--- config.mk ---
export PLATFORM = sky130hd
export DESIGN_NAME = printf_integer_formatter_core
export DESIGN_NICKNAME = d
export VERILOG_FILES = /design/src/pif_pkg.sv /design/src/pif_fifo.sv /design/src/pif_front.sv /design/src/pif_back.sv /design/src/printf_integer_formatter_core.sv
export SDC_FILE = /design/constraint.sdc
export NUM_CORES = 1
export LEC_CHECK = 0
export BUFFER_PORTS_ARGS = -buffer_cell sky130_fd_sc_hd__buf_4
export CAP_MARGIN = 15
export CORE_UTILIZATION = 30
export CTS_CLUSTER_SIZE = 24
export DETAILED_ROUTE_END_ITERATION = 10
export SLEW_MARGIN = 20
export SYNTH_ARGS = -nofsm -noshare
export SYNTH_HDL_FRONTEND = slang
export SYNTH_SLANG_ARGS = --single-unit
export TNS_END_PERCENT = 100
--- constraint.sdc ---
create_clock -name clk_i -period 17 [get_ports clk_i]
set_input_delay 2.55 -clock clk_i [delete_from_list [all_inputs] [get_ports clk_i]]
set_output_delay 2.55 -clock clk_i [all_outputs]
set_load 0.1 [all_outputs]
--- src/pif_pkg.sv ---
// Shared types, character codes and helpers of the integer formatter.
// No dependencies; used by the front end, the back end and the top level.
`timescale 1ns / 1ps

package pif_pkg;

  // conversion kinds as carried in the input tuser
  typedef enum logic [2:0] {
    OP_SDEC = 3'd0,
    OP_UDEC = 3'd1,
    OP_OCT  = 3'd2,
    OP_HEXL = 3'd3,
    OP_HEXU = 3'd4,
    OP_PTR  = 3'd5
  } pif_op_e;

  localparam int VAL_BITS = 64;

  // ASCII codes
  localparam logic [7:0] CH_SPACE = 8'h20;
  localparam logic [7:0] CH_PLUS  = 8'h2B;
  localparam logic [7:0] CH_MINUS = 8'h2D;
  localparam logic [7:0] CH_ZERO  = 8'h30;
  localparam logic [7:0] CH_UA    = 8'h41;
  localparam logic [7:0] CH_UX    = 8'h58;
  localparam logic [7:0] CH_LA    = 8'h61;
  localparam logic [7:0] CH_LX    = 8'h78;

  // section boundaries of the text, each the index one past its section
  localparam int BND_PAD   = 0;
  localparam int BND_SIGN  = 1;
  localparam int BND_PRE   = 2;
  localparam int BND_ZERO  = 3;
  localparam int BND_DIG   = 4;
  localparam int BND_END   = 5;
  localparam int BND_COUNT = 6;

  // fixed characters of one item, handed from front to back
  typedef struct packed {
    logic [7:0] sign_char;
    logic [7:0] pre0;
    logic [7:0] pre1;
    logic       upper;
  } pif_hdr_t;

  // codes 6 and 7 fall back to unsigned decimal
  function automatic pif_op_e norm_op(logic [2:0] raw);
    pif_op_e op;
    case (raw)
      OP_SDEC, OP_UDEC, OP_OCT, OP_HEXL, OP_HEXU, OP_PTR: op = pif_op_e'(raw);
      default: op = OP_UDEC;
    endcase
    return op;
  endfunction

  function automatic logic [7:0] digit_char(logic [3:0] d, logic upper);
    logic [7:0] c;
    if (d < 4'd10) begin
      c = CH_ZERO + {4'b0000, d};
    end else begin
      c = (upper ? CH_UA : CH_LA) + {4'b0000, d} - 8'd10;
    end
    return c;
  endfunction

endpackage

--- src/pif_fifo.sv ---
// Two-entry descriptor queue between the formatter front and back ends.
// Generic in width; no package dependency.
`timescale 1ns / 1ps

module pif_fifo #(
  parameter int WIDTH = 8
) (
  input  logic             clk_i,
  input  logic             rst_ni,
  input  logic             push_i,
  input  logic [WIDTH-1:0] din_i,
  output logic             full_o,
  input  logic             pop_i,
  output logic [WIDTH-1:0] dout_o,
  output logic             empty_o
);

  logic [1:0][WIDTH-1:0] mem_q;
  logic                  wr_ptr_q, wr_ptr_d;
  logic                  rd_ptr_q, rd_ptr_d;
  logic [1:0]            cnt_q, cnt_d;
  logic                  do_push, do_pop;

  assign full_o  = cnt_q == 2'd2;
  assign empty_o = cnt_q == 2'd0;
  assign dout_o  = mem_q[rd_ptr_q];
  assign do_push = push_i && !full_o;
  assign do_pop  = pop_i && !empty_o;

  always_comb begin
    wr_ptr_d = do_push ? !wr_ptr_q : wr_ptr_q;
    rd_ptr_d = do_pop ? !rd_ptr_q : rd_ptr_q;
    cnt_d    = cnt_q;
    if (do_push && !do_pop) begin
      cnt_d = cnt_q + 2'd1;
    end else if (do_pop && !do_push) begin
      cnt_d = cnt_q - 2'd1;
    end
  end

  always_ff @(posedge clk_i or negedge rst_ni) begin
    if (!rst_ni) begin
      wr_ptr_q <= 1'b0;
      rd_ptr_q <= 1'b0;
      cnt_q    <= 2'd0;
    end else begin
      wr_ptr_q <= wr_ptr_d;
      rd_ptr_q <= rd_ptr_d;
      cnt_q    <= cnt_d;
    end
  end

  always_ff @(posedge clk_i) begin
    if (do_push) begin
      mem_q[wr_ptr_q] <= din_i;
    end
  end

endmodule

--- src/pif_front.sv ---
// Front end: accepts an item, forms sign and magnitude, extracts digits
// (shift-add-3 for decimal), counts them and builds the text layout.
// Depends on pif_pkg.
`timescale 1ns / 1ps

module pif_front #(
  parameter  int MAX_DIGITS = 22,
  parameter  int MAX_FIELD  = 63,
  localparam int LW         = $clog2(MAX_DIGITS + 68)
) (
  input  logic                                  clk_i,
  input  logic                                  rst_ni,
  input  logic                                  s_tvalid_i,
  output logic                                  s_tready_o,
  input  logic [87:0]                           s_tdata_i,
  input  logic [2:0]                            s_tuser_i,
  output logic                                  push_o,
  input  logic                                  full_i,
  output logic [MAX_DIGITS-1:0][3:0]            dig_o,
  output logic [pif_pkg::BND_COUNT-1:0][LW-1:0] bnd_o,
  output pif_pkg::pif_hdr_t                     hdr_o
);

  localparam int DW   = 4 * MAX_DIGITS;
  localparam int CW   = $clog2(MAX_DIGITS);
  localparam int NDW  = $clog2(MAX_DIGITS + 1);
  localparam int CNTW = $clog2(pif_pkg::VAL_BITS);

  typedef enum logic [2:0] {
    ST_IDLE,
    ST_DABBLE,
    ST_SCAN,
    ST_CALC,
    ST_PUSH
  } state_e;

  state_e                state_q;
  logic [CNTW-1:0]       cnt_q;

  pif_pkg::pif_op_e      op_q;
  logic [63:0]           mag_q;
  logic                  mag_nz_q, lj_q, zpad_q, pg_q, has_sign_q, alt_q;
  logic [5:0]            fw_q, pr_q;
  logic [7:0]            sign_q, pre0_q, pre1_q;
  logic [MAX_DIGITS-1:0][3:0] dig_q;
  logic [NDW-1:0]        nd_q;
  logic [1:0]            np_q;
  logic [LW-1:0]         zeros_q;

  // accept-side decode
  logic                  accept;
  pif_pkg::pif_op_e      op_in;
  logic [63:0]           v_in, mag_in;
  logic                  neg_in;
  logic [DW+63:0]        ext_in;
  logic [MAX_DIGITS-1:0][3:0] oct_ld, hex_ld, bcd_adj;
  logic [DW-1:0]         bcd_flat;

  // layout calculation
  logic                  empty_txt;
  logic [NDW-1:0]        nd_eff;
  logic [LW-1:0]         nd_w, s_w, fw_w, pr_w, sub_w, prec_zeros, zp_zeros, zeros_c;
  logic [1:0]            np_c;
  logic [7:0]            pre0_c, pre1_c;
  logic [LW-1:0]         len_w, pad_w, end_w, total_w;
  logic [LW-1:0]         b_pad, b_sign, b_pre, b_zero, b_dig;
  logic [3:0]            scan_dig;

  assign accept     = s_tvalid_i && (state_q == ST_IDLE);
  assign s_tready_o = state_q == ST_IDLE;

  assign op_in  = pif_pkg::norm_op(s_tuser_i);
  assign v_in   = s_tdata_i[63:0];
  assign neg_in = (op_in == pif_pkg::OP_SDEC) && v_in[63];
  assign mag_in = neg_in ? (~v_in + 64'd1) : v_in;
  assign ext_in = {{DW{1'b0}}, mag_in};

  always_comb begin
    for (int i = 0; i < MAX_DIGITS; i++) begin
      oct_ld[i]  = {1'b0, ext_in[3*i +: 3]};
      hex_ld[i]  = ext_in[4*i +: 4];
      bcd_adj[i] = (dig_q[i] >= 4'd5) ? dig_q[i] + 4'd3 : dig_q[i];
    end
  end

  assign bcd_flat = bcd_adj;
  assign scan_dig = dig_q[cnt_q[CW-1:0]];

  // prefix, zero count and digit count once the digits are known
  always_comb begin
    empty_txt = !mag_nz_q && pg_q && (pr_q == 6'd0);
    nd_eff    = empty_txt ? '0 : nd_q;
    nd_w      = LW'(nd_eff);
    s_w       = LW'(has_sign_q);
    fw_w      = LW'(fw_q);
    pr_w      = LW'(pr_q);
    prec_zeros = (pg_q && (pr_w > nd_w)) ? pr_w - nd_w : '0;
    np_c   = 2'd0;
    pre0_c = pif_pkg::CH_ZERO;
    pre1_c = pif_pkg::CH_LX;
    case (op_q)
      pif_pkg::OP_PTR: begin
        np_c = 2'd2;
      end
      pif_pkg::OP_HEXL: begin
        if (alt_q && mag_nz_q) np_c = 2'd2;
      end
      pif_pkg::OP_HEXU: begin
        pre1_c = pif_pkg::CH_UX;
        if (alt_q && mag_nz_q) np_c = 2'd2;
      end
      pif_pkg::OP_OCT: begin
        // a leading zero only where the digits do not already start with one
        if (alt_q && (prec_zeros == '0) && (mag_nz_q || (nd_eff == '0))) np_c = 2'd1;
      end
      default: begin
        np_c = 2'd0;
      end
    endcase
    sub_w    = s_w + LW'(np_c) + nd_w;
    zp_zeros = (fw_w > sub_w) ? fw_w - sub_w : '0;
    if (pg_q) begin
      zeros_c = prec_zeros;
    end else if (zpad_q && !lj_q) begin
      zeros_c = zp_zeros;
    end else begin
      zeros_c = '0;
    end
  end

  // section boundaries for the back end
  always_comb begin
    len_w   = s_w + LW'(np_q) + zeros_q + LW'(nd_q);
    pad_w   = (fw_w > len_w) ? fw_w - len_w : '0;
    b_pad   = lj_q ? '0 : pad_w;
    b_sign  = b_pad + s_w;
    b_pre   = b_sign + LW'(np_q);
    b_zero  = b_pre + zeros_q;
    b_dig   = b_zero + LW'(nd_q);
    end_w   = b_dig + (lj_q ? pad_w : '0);
    total_w = (end_w > LW'(MAX_FIELD)) ? LW'(MAX_FIELD) : end_w;
  end

  always_comb begin
    bnd_o                     = '0;
    bnd_o[pif_pkg::BND_PAD]   = b_pad;
    bnd_o[pif_pkg::BND_SIGN]  = b_sign;
    bnd_o[pif_pkg::BND_PRE]   = b_pre;
    bnd_o[pif_pkg::BND_ZERO]  = b_zero;
    bnd_o[pif_pkg::BND_DIG]   = b_dig;
    bnd_o[pif_pkg::BND_END]   = total_w;
  end

  assign dig_o           = dig_q;
  assign hdr_o.sign_char = sign_q;
  assign hdr_o.pre0      = pre0_q;
  assign hdr_o.pre1      = pre1_q;
  assign hdr_o.upper     = op_q == pif_pkg::OP_HEXU;
  assign push_o          = (state_q == ST_PUSH) && !full_i && (total_w != '0);

  always_ff @(posedge clk_i or negedge rst_ni) begin
    if (!rst_ni) begin
      state_q <= ST_IDLE;
      cnt_q   <= '0;
    end else begin
      case (state_q)
        ST_IDLE: begin
          cnt_q <= '0;
          if (accept) begin
            if ((op_in == pif_pkg::OP_SDEC) || (op_in == pif_pkg::OP_UDEC)) begin
              state_q <= ST_DABBLE;
            end else begin
              state_q <= ST_SCAN;
            end
          end
        end
        ST_DABBLE: begin
          if (cnt_q == CNTW'(pif_pkg::VAL_BITS - 1)) begin
            cnt_q   <= '0;
            state_q <= ST_SCAN;
          end else begin
            cnt_q <= cnt_q + CNTW'(1);
          end
        end
        ST_SCAN: begin
          if (cnt_q == CNTW'(MAX_DIGITS - 1)) begin
            cnt_q   <= '0;
            state_q <= ST_CALC;
          end else begin
            cnt_q <= cnt_q + CNTW'(1);
          end
        end
        ST_CALC: begin
          state_q <= ST_PUSH;
        end
        ST_PUSH: begin
          if (!full_i || (total_w == '0)) state_q <= ST_IDLE;
        end
        default: begin
          state_q <= ST_IDLE;
        end
      endcase
    end
  end

  always_ff @(posedge clk_i) begin
    if (accept) begin
      op_q       <= op_in;
      mag_q      <= mag_in;
      mag_nz_q   <= mag_in != 64'd0;
      lj_q       <= s_tdata_i[64];
      alt_q      <= s_tdata_i[67];
      zpad_q     <= s_tdata_i[68];
      fw_q       <= s_tdata_i[74:69];
      pg_q       <= s_tdata_i[75];
      pr_q       <= s_tdata_i[81:76];
      nd_q       <= NDW'(1);
      has_sign_q <= (op_in == pif_pkg::OP_SDEC) &&
                    (neg_in || s_tdata_i[65] || s_tdata_i[66]);
      if (neg_in) begin
        sign_q <= pif_pkg::CH_MINUS;
      end else if (s_tdata_i[65]) begin
        sign_q <= pif_pkg::CH_PLUS;
      end else begin
        sign_q <= pif_pkg::CH_SPACE;
      end
      case (op_in)
        pif_pkg::OP_OCT:                                     dig_q <= oct_ld;
        pif_pkg::OP_HEXL, pif_pkg::OP_HEXU, pif_pkg::OP_PTR: dig_q <= hex_ld;
        default:                                             dig_q <= '0;
      endcase
    end else if (state_q == ST_DABBLE) begin
      // shift-add-3: one magnitude bit enters the BCD digits per cycle
      dig_q <= {bcd_flat[DW-2:0], mag_q[63]};
      mag_q <= {mag_q[62:0], 1'b0};
    end else if (state_q == ST_SCAN) begin
      if (scan_dig != 4'd0) nd_q <= NDW'(cnt_q) + NDW'(1);
    end else if (state_q == ST_CALC) begin
      nd_q    <= nd_eff;
      np_q    <= np_c;
      pre0_q  <= pre0_c;
      pre1_q  <= pre1_c;
      zeros_q <= zeros_c;
    end
  end

endmodule

--- src/pif_back.sv ---
// Back end: takes one layout descriptor from the queue and emits its text
// one character per item through a registered output stage. Depends on pif_pkg.
`timescale 1ns / 1ps

module pif_back #(
  parameter  int MAX_DIGITS = 22,
  localparam int LW         = $clog2(MAX_DIGITS + 68)
) (
  input  logic                                  clk_i,
  input  logic                                  rst_ni,
  input  logic                                  empty_i,
  output logic                                  pop_o,
  input  logic [MAX_DIGITS-1:0][3:0]            dig_i,
  input  logic [pif_pkg::BND_COUNT-1:0][LW-1:0] bnd_i,
  input  pif_pkg::pif_hdr_t                     hdr_i,
  output logic                                  m_tvalid_o,
  input  logic                                  m_tready_i,
  output logic [7:0]                            m_tdata_o,
  output logic                                  m_tlast_o
);

  localparam int CW = $clog2(MAX_DIGITS);

  logic                                  busy_q;
  logic [LW-1:0]                         idx_q;
  logic [MAX_DIGITS-1:0][3:0]            dig_q;
  logic [pif_pkg::BND_COUNT-1:0][LW-1:0] bnd_q;
  pif_pkg::pif_hdr_t                     hdr_q;
  logic                                  m_valid_q, m_last_q;
  logic [7:0]                            m_char_q;

  logic                                  load, last;
  logic [LW-1:0]                         dpos;
  logic [7:0]                            char_c;

  assign pop_o = !busy_q && !empty_i;
  assign load  = busy_q && (!m_valid_q || m_tready_i);
  assign last  = idx_q == (bnd_q[pif_pkg::BND_END] - LW'(1));
  // digits go out most significant first
  assign dpos  = bnd_q[pif_pkg::BND_DIG] - LW'(1) - idx_q;

  always_comb begin
    if (idx_q < bnd_q[pif_pkg::BND_PAD]) begin
      char_c = pif_pkg::CH_SPACE;
    end else if (idx_q < bnd_q[pif_pkg::BND_SIGN]) begin
      char_c = hdr_q.sign_char;
    end else if (idx_q < bnd_q[pif_pkg::BND_PRE]) begin
      char_c = (idx_q == bnd_q[pif_pkg::BND_SIGN]) ? hdr_q.pre0 : hdr_q.pre1;
    end else if (idx_q < bnd_q[pif_pkg::BND_ZERO]) begin
      char_c = pif_pkg::CH_ZERO;
    end else if (idx_q < bnd_q[pif_pkg::BND_DIG]) begin
      char_c = pif_pkg::digit_char(dig_q[dpos[CW-1:0]], hdr_q.upper);
    end else begin
      char_c = pif_pkg::CH_SPACE;
    end
  end

  assign m_tvalid_o = m_valid_q;
  assign m_tdata_o  = m_char_q;
  assign m_tlast_o  = m_last_q;

  always_ff @(posedge clk_i or negedge rst_ni) begin
    if (!rst_ni) begin
      busy_q    <= 1'b0;
      idx_q     <= '0;
      m_valid_q <= 1'b0;
    end else begin
      if (pop_o) begin
        busy_q <= 1'b1;
        idx_q  <= '0;
      end else if (load) begin
        idx_q <= idx_q + LW'(1);
        if (last) busy_q <= 1'b0;
      end
      if (load) begin
        m_valid_q <= 1'b1;
      end else if (m_tready_i) begin
        m_valid_q <= 1'b0;
      end
    end
  end

  always_ff @(posedge clk_i) begin
    if (pop_o) begin
      dig_q <= dig_i;
      bnd_q <= bnd_i;
      hdr_q <= hdr_i;
    end
    if (load) begin
      m_char_q <= char_c;
      m_last_q <= last;
    end
  end

endmodule

--- src/printf_integer_formatter_core.sv ---
// Top level of the printf-style integer formatter: front end, descriptor
// queue and back end. Depends on pif_pkg, pif_front, pif_fifo and pif_back.
//
// One input item (a 64-bit value with conversion kind, flags, width and
// precision) becomes its formatted ASCII text, one character per output item,
// tlast on the final one; text longer than MAX_FIELD is cut to its first
// MAX_FIELD characters and text of length zero produces nothing. The front
// end runs the shift-add-3 converter on decimal kinds (one magnitude bit per
// cycle), then the digit count (one digit per cycle), a layout step and a
// push that waits while the queue is full; octal, hex and pointer skip it.
// The back end sends one character per cycle unless the output stalls and
// takes the next descriptor once the last character of the current one is
// loaded. A two-deep descriptor queue lets the front end work on the next
// item while the back end sends text, so the slower end sets the rate.
`timescale 1ns / 1ps

module printf_integer_formatter_core #(
  parameter int MAX_DIGITS = 22,
  parameter int MAX_FIELD  = 63
) (
  input  logic        clk_i,
  input  logic        rst_ni,
  input  logic        s_axis_tvalid_i,
  output logic        s_axis_tready_o,
  // value[63:0], left_align, plus_flag, space_flag, alternate_flag,
  // zero_pad_flag, field_width[5:0], precision_given, digit_precision[5:0]
  input  logic [87:0] s_axis_tdata_i,
  // opcode[2:0]
  input  logic [2:0]  s_axis_tuser_i,
  output logic        m_axis_tvalid_o,
  input  logic        m_axis_tready_i,
  // out_char[7:0]
  output logic [7:0]  m_axis_tdata_o,
  // last_char
  output logic        m_axis_tlast_o
);

  localparam int LW = $clog2(MAX_DIGITS + 68);
  localparam int QW = 4 * MAX_DIGITS + pif_pkg::BND_COUNT * LW + $bits(pif_pkg::pif_hdr_t);

  logic                                  push, full, pop, empty;
  logic [MAX_DIGITS-1:0][3:0]            dig_f, dig_b;
  logic [pif_pkg::BND_COUNT-1:0][LW-1:0] bnd_f, bnd_b;
  pif_pkg::pif_hdr_t                     hdr_f, hdr_b;
  logic [QW-1:0]                         q_din, q_dout;

  pif_front #(
    .MAX_DIGITS(MAX_DIGITS),
    .MAX_FIELD (MAX_FIELD)
  ) u_front (
    .clk_i     (clk_i),
    .rst_ni    (rst_ni),
    .s_tvalid_i(s_axis_tvalid_i),
    .s_tready_o(s_axis_tready_o),
    .s_tdata_i (s_axis_tdata_i),
    .s_tuser_i (s_axis_tuser_i),
    .push_o    (push),
    .full_i    (full),
    .dig_o     (dig_f),
    .bnd_o     (bnd_f),
    .hdr_o     (hdr_f)
  );

  assign q_din = {dig_f, bnd_f, hdr_f};

  pif_fifo #(
    .WIDTH(QW)
  ) u_queue (
    .clk_i  (clk_i),
    .rst_ni (rst_ni),
    .push_i (push),
    .din_i  (q_din),
    .full_o (full),
    .pop_i  (pop),
    .dout_o (q_dout),
    .empty_o(empty)
  );

  assign {dig_b, bnd_b, hdr_b} = q_dout;

  pif_back #(
    .MAX_DIGITS(MAX_DIGITS)
  ) u_back (
    .clk_i     (clk_i),
    .rst_ni    (rst_ni),
    .empty_i   (empty),
    .pop_o     (pop),
    .dig_i     (dig_b),
    .bnd_i     (bnd_b),
    .hdr_i     (hdr_b),
    .m_tvalid_o(m_axis_tvalid_o),
    .m_tready_i(m_axis_tready_i),
    .m_tdata_o (m_axis_tdata_o),
    .m_tlast_o (m_axis_tlast_o)
  );

endmodule

# Yosys cells after proc, flatten, opt, wreduce, memory -nomap -nowiden
# Cells that the tools add are included.
# word_totals
regBits,699
output_inout_bits,11
word_cells,337
inputBits,95
# op_classes
add_sub_neg,47
n_bitwise,4
mux,80
n_reduce_logical,60
n_eq_ne,28
n_lt_le_gt_ge,37
# op_table
operator,n
155-bit 2-to-1 mux,3
310-bit bitwise mux,1
64-bit 2-to-1 mux,3
88-bit 2-to-1 mux,2
85-bit one-hot mux with 2 select lines,1
155-bit demux with 1-bit select,1
4-bit 2-to-1 mux,24
4-bit by 3-bit >= comparator with 1-bit output (second input constant),22
4-bit by 2-bit adder with 4-bit output (second input constant),21
7-bit 2-to-1 mux,10
64-bit by 1-bit adder with 64-bit output (second input constant),1
64-bit inverter,1
64-bit nonzero test,1
8-bit 2-to-1 mux,6
4-bit binary-select mux with 5-bit select,2
7-bit less-than comparator,5
3-bit by 2-bit == test with 1-bit output (second input constant),8
6-bit 2-to-1 mux,4
7-bit by 5-bit adder with 7-bit output,3
7-bit adder,3
3-bit == test (second input constant),7
5-bit 2-to-1 mux,4
1-bit logical AND,19
3-bit 2-to-1 mux,6
54 further kinds,98

# Logic depth before layout (Yosys ltp)
# depth
word_depth,20
mapped_depth,41
ltp_nobuf,40

# By module
# From an unflattened synthesis, not the netlist that was laid out.
# unflattened
hier_cells,2627
area_unflattened_um2,34679.5
# modules_own_cells
mod,area_each_um2,seq_area_each_um2,cells_each,instances
pif_front,15517.4,5910.7,1641,1
pif_fifo,11436.0,9409.0,501,1
pif_back,7726.2,5149.9,485,1

# Least setup slack after synthesis
# OpenSTA, ideal clock, no wires.
# synth_timing
kind,reg-to-reg
start,register u_front.has_sign_q
end,"register u_queue.mem_q[0] (netlist name), enable pin"
setup_time_ns,0.647
path_buffers,1
required_ns,16.353
path_stages_with_launch,36
t_arrival_ns,13.652
path_slack_ns,2.701
period_less_slack_ns,14.299
cell_sequence,edfxtp_1 > ha_1 > ha_1 > fa_1 > ha_1 > fa_1 > a21o_1 > a21oi_1 > xor2_1 > ha_1 > nand3_1 > nor2_1 > or3_1 > or2_2 > clkbuf_1 > nor2_1 > ha_1 > ha_1 > inv_1 > fa_1 > inv_1 > fa_1 > inv_1 > fa_1 > inv_1 > fa_1 > a21oi_1 > nor2_1 > nor2_1 > o21bai_1 > a21oi_1 > xor2_1 > xnor2_1 > xnor2_1 > a21oi_1 > nor2b_1
# synth_lines
element,line,text
from (decl),pif_front.sv:42,"logic mag_nz_q, lj_q, zpad_q, pg_q, has_sign_q, alt_q;"
from (signal assigned),pif_front.sv:218,has_sign_q <= (op_in == pif_pkg::OP_SDEC) &&
"to (signal, indexed assignment)",pif_fifo.sv:55,mem_q[wr_ptr_q] <= din_i;
to (decl),pif_fifo.sv:18,logic [1:0][WIDTH-1:0] mem_q;

==> parameters.txt <==
Parameter                              Value

Critical path
  FF-to-FF Start ... u_front.has_sign_q$_DFFE_PP_
  Arrival time at the worst endpoint ... between 10 and 15 ns
  Worst stage delay on the critical path ... about 0.75 ns
  Category of the most critical setup path ... reg -> reg
  Required time at the worst-slack endpoint ... about 17 ns
  Most Frequent Cell on Critical Path ... ha_1
  Critical Path End ... u_queue.mem_q[184]$_DFFE_PP_
  Internal reg-to-reg setup slack ... 6.58 ns
  Critical path origin ... u_front.has_sign_q$_DFFE_PP_
  Worst-path maximum fanout ... between 60 and 70
  CP max-delay cell ... buf_4
  Cell depth of the worst flop-to-flop path ... 36
  Worst r2r dst ... u_queue.mem_q[184]$_DFFE_PP_
  Startpoint kind of the worst setup timing path ... flop
  Endpoint kind of the worst setup timing path ... flop

Placed design
  IO Port Bufs ... around 100
  Dpl hpwl ... between 50 and 60 mm
  Final weighted congestion in routability-driven placement ... slightly above 0.8
  Instance count after placement with tap cells included ... slightly below 4,000
  Setup slack at placement ... ~6.5 ns

Global route
  Overall Global Routing Usage ... between 10% and 20%
  Antenna violations before repair ... 3
  Met1 GRT Util ... 19.43%
  Maximum number of pins on one net before global-route repair ... ~150
  Via count of the first global-routing pass ... 19,320
  Met3 track demand over resource in global routing ... ~1.8%
  Most Used Layer, Global Route ... met2
  Total grt overflow ... 0
  Wire length of the first global-routing pass ... roughly 120 mm
  Met2 GRT Util ... 22.61%

Detailed routing
  Count of vias placed by the detailed router ... 19,580
  DRC marker count from the first detailed-route iteration ... 1,528
  Post-detailed-route DRC marker count ... 0
  Detailed-route wire length per cell ... around 19 µm
  Wire length reported by the detailed router ... between 70 and 80 mm
  Pre-Repair DR Iteration Count ... 7
  Vias per inst ... roughly 4.9
  Remaining antenna violation count after routing ... 0

Clock tree
  Post-CTS setup buffer count ... 0
  CTS Sinks ... 626
  Clock slew seen by the registers of the worst setup and hold paths ... about 0.06 ns
  Hold-fix buffer count after cts ... 0
  Cells resized by post-CTS repair ... 0
  CTS H-tree depth ... 3
  Buffers from clock root to sink, at most ... 3
  Worst skew pair latency ... between 0.6 and 0.7 ns
  Number of buffers created by CTS ... 71
  Clock root buffer ... clkbuf_16
  Clock tree from TritonCTS ... done

Floorplan
  Number of top-level pins ... ~110
  Horizontal extent of the die ... about 330 µm
  Starting density of the core ... slightly above 30%
  Die Footprint ... roughly 110,000 µm²
  Number of rows created at floorplan ... 118
  Chip Height ... about 330 µm
  Core region area ... just over 100,000 µm²

Timing
  Clock skew after layout ... ~0.033 ns
  Maximum frequency from static timing analysis ... slightly below 100 MHz
  Hold Fails Final Rpt ... 0
  Max Slew Vio Count ... 0
  Final worst-path setup slack ... 6.585 ns
  RSZ-0062 raised after global routing ... false
  Period minus WS final ... between 10 and 15 ns
  Summed negative setup slack over all endpoints ... 0 ns
  Final-layout worst hold slack ... 0.4574 ns
  Setup Viol. Count Final ... 0
  Fraction of the cycle the final worst path needs ... about three fifths
  Worst slew margin relative to its limit ... roughly 28%
  Actual transition at the worst max-transition pin ... 1.085 ns

Final layout
  Post-Route Utilization ... a little over a third
  Non-filler instance count after layout ... about 4,000
  Post-synthesis to final-layout area growth ... 15.44%
  Fin nets ... between 2,000 and 3,000
  Commonest non-fill, non-tap cells in the layout ... edfxtp_1, nand2_1, a21oi_1
  Fraction of layout cells with a size suffix above 1 ... between 15 and 20%
  Leading cell type in the layout, fill and taps excluded ... edfxtp_1

Job
  Number of violations of the max-capacitance limit ... 0

Pwr
  Flop pwr share ... 43.8%
  Worst supply voltage drop on vdd ... 0.00008791 V
  Comb power frac ... 23.5%
  Leakage power figure ... 0.01312 µW
  Power density relative to cell area ... between 100 and 150 nW/µm²
  Internal Dissipation ... approximately 3400 µW
  Net switching power ... around 1500 µW
  Fraction of power consumed by the clock network ... around 33%
  Sw frac ... 30.75%

Synthesis
  Mapped cell area ... roughly 31,000 µm²
  Mean post-synth cell area ... 12.93 µm²
  Gate Count Post-Synth ... 2,426
  Share of async-settable or async-resettable flops after synthesis ... about 3.5%
  Sequential cell area fraction in the yosys report ... approximately three fifths
  Number of storage elements in the synthesis netlist ... 626
  Warning count from the yosys run ... 0
  Synth Flop Type ... edfxtp_1
  Post-synth EDFFs ... approximately 600
  Number of distinct library cells after synthesis ... 75

Min path
  Worst hold path class ... reg -> reg
  Number of stages on the worst hold path ... 0

Outcome
  Result of the run ... complete, no violations
[power by group through the flow]
stage / clock network [µW] / logic [µW] / registers (µW)
after CTS: 1630 / 1160 / 2140
after global placement: 0 / 1130 / 2170
after global routing: 1690 / 1290 / 2170
final: 1600 / 1150 / 2140
after floorplan: 0 / 809 / 2140
after detailed placement: 0 / 1150 / 2170
[per-stage QoR]
stage               instance area (µm²)  power, µW
floorplan                         31370       2947
global placement                  33720       3295
detailed placement                33750       3326
CTS                               36200       4933
global route                      36200       5139
finish                            36200       4889
[per-layer routing]
layer  vias up  part of all wire, %
met2       485                   47
li1       9334                    -
met4         0                  2.9
met1      9636                   46
met3       128                  4.9
met5         -                    0
[synth_stat cells, types with 7 or more instances]
cell        n  area, µm²
o221ai_1   18      157.7
mux4_2     30      675.7
nor3b_1    32      240.2
o31ai_1    13      97.59
nor2b_1    24      150.1
nand2b_1   49      306.5
mux2_2    144       1622
nand2_1   168      630.6
ha_1      139       1739
fa_1       13      260.3
a21o_1     37      277.8
o21ai_0   120      600.6
o22ai_1    55      344.1
nand4_1    17      106.4
or2_2       7      43.79
nand3_1    26      130.1
o21a_1     17      127.6
buf_1      11      41.29
dfrtp_1    22      550.5
nor2_1    133      499.2
xor2_1     61      534.3
or3_1      12      75.07
edfxtp_1  599      17990
clkbuf_1   71      266.5
nor4_1     31      193.9
nor3_1     35      175.2
inv_1     133      499.2
xnor2_1   102      893.4
a31oi_1    11      68.82
a21oi_1   166      830.8
mux2i_1    24      240.2
[final cells by class]
cell class | count | area [µm²]
fill | 10120 | 67440
sequential | 626 | 18640
multi-input combinational | 1582 | 11940
clock buffer | 84 | 1898
tap | 1380 | 1727
timing repair buffer | 121 | 940.9
clock inverter | 46 | 548.0
inverter | 134 | 505.5
antenna | 2 | 5.005
[sequential cells by signal (all words and copies together), names as in the netlist, 2 cells and up]
signal,cells
u_back.dig_q,88
u_front.op_q,3
u_front.np_q,2
u_front.state_q,3
u_back.m_tdata_o,7
u_front.cnt_q,6
u_queue.cnt_q,2
u_front.zeros_q,7
u_back.idx_q,7
u_front.fw_q,6
u_back.bnd_q,42
u_front.nd_q,5
u_front.dig_o,88
u_front.sign_q,3
u_back.hdr_q,5
u_queue.mem_q,270
u_front.mag_q,64
u_front.pr_q,6
[worst min-delay path by stage]
stage | slack, ns | endpoint | start
finish | 0.46 | u_queue.mem_q[161]$_DFFE_PP_ | u_front.pre1_q[5]$_DFFE_PP_
global route | 0.48 | u_queue.mem_q[161]$_DFFE_PP_ | u_front.pre1_q[5]$_DFFE_PP_
CTS | 0.46 | u_queue.mem_q[161]$_DFFE_PP_ | u_front.pre1_q[5]$_DFFE_PP_
detailed placement | 0.45 | u_queue.mem_q[175]$_DFFE_PP_ | u_front.sign_q[0]$_SDFFCE_PP1P_
global placement | 0.42 | u_queue.mem_q[175]$_DFFE_PP_ | u_front.sign_q[0]$_SDFFCE_PP1P_
floorplan | 0.42 | u_queue.mem_q[161]$_DFFE_PP_ | u_front.pre1_q[5]$_DFFE_PP_
[logic make-up after synthesis]
logic type / Yosys count / synth area share (%)
simple gates: 578 / 9.479
buf+inv: 220 / 2.657
fa+ha+maj: 152 / 6.375
xor+xnor: 163 / 4.552
compound gates: 488 / 9.404
flops: 626 / 59.43
mux: 198 / 8.091
other cells: 1 / 0.01196
[worst max-delay path, delay by kind of cell (launching register included)]
family	cells	cell delay [ns]
adders and majority gates	12	3.78
AOI/OAI and AO/OA	6	1.25
and+or+nand+nor	8	2.11
xor gates and xnor gates	7	1.44
DFF	1	0.46
buffers and inverters	3	0.89
Note: power is estimated with default switching activity, not from simulation.
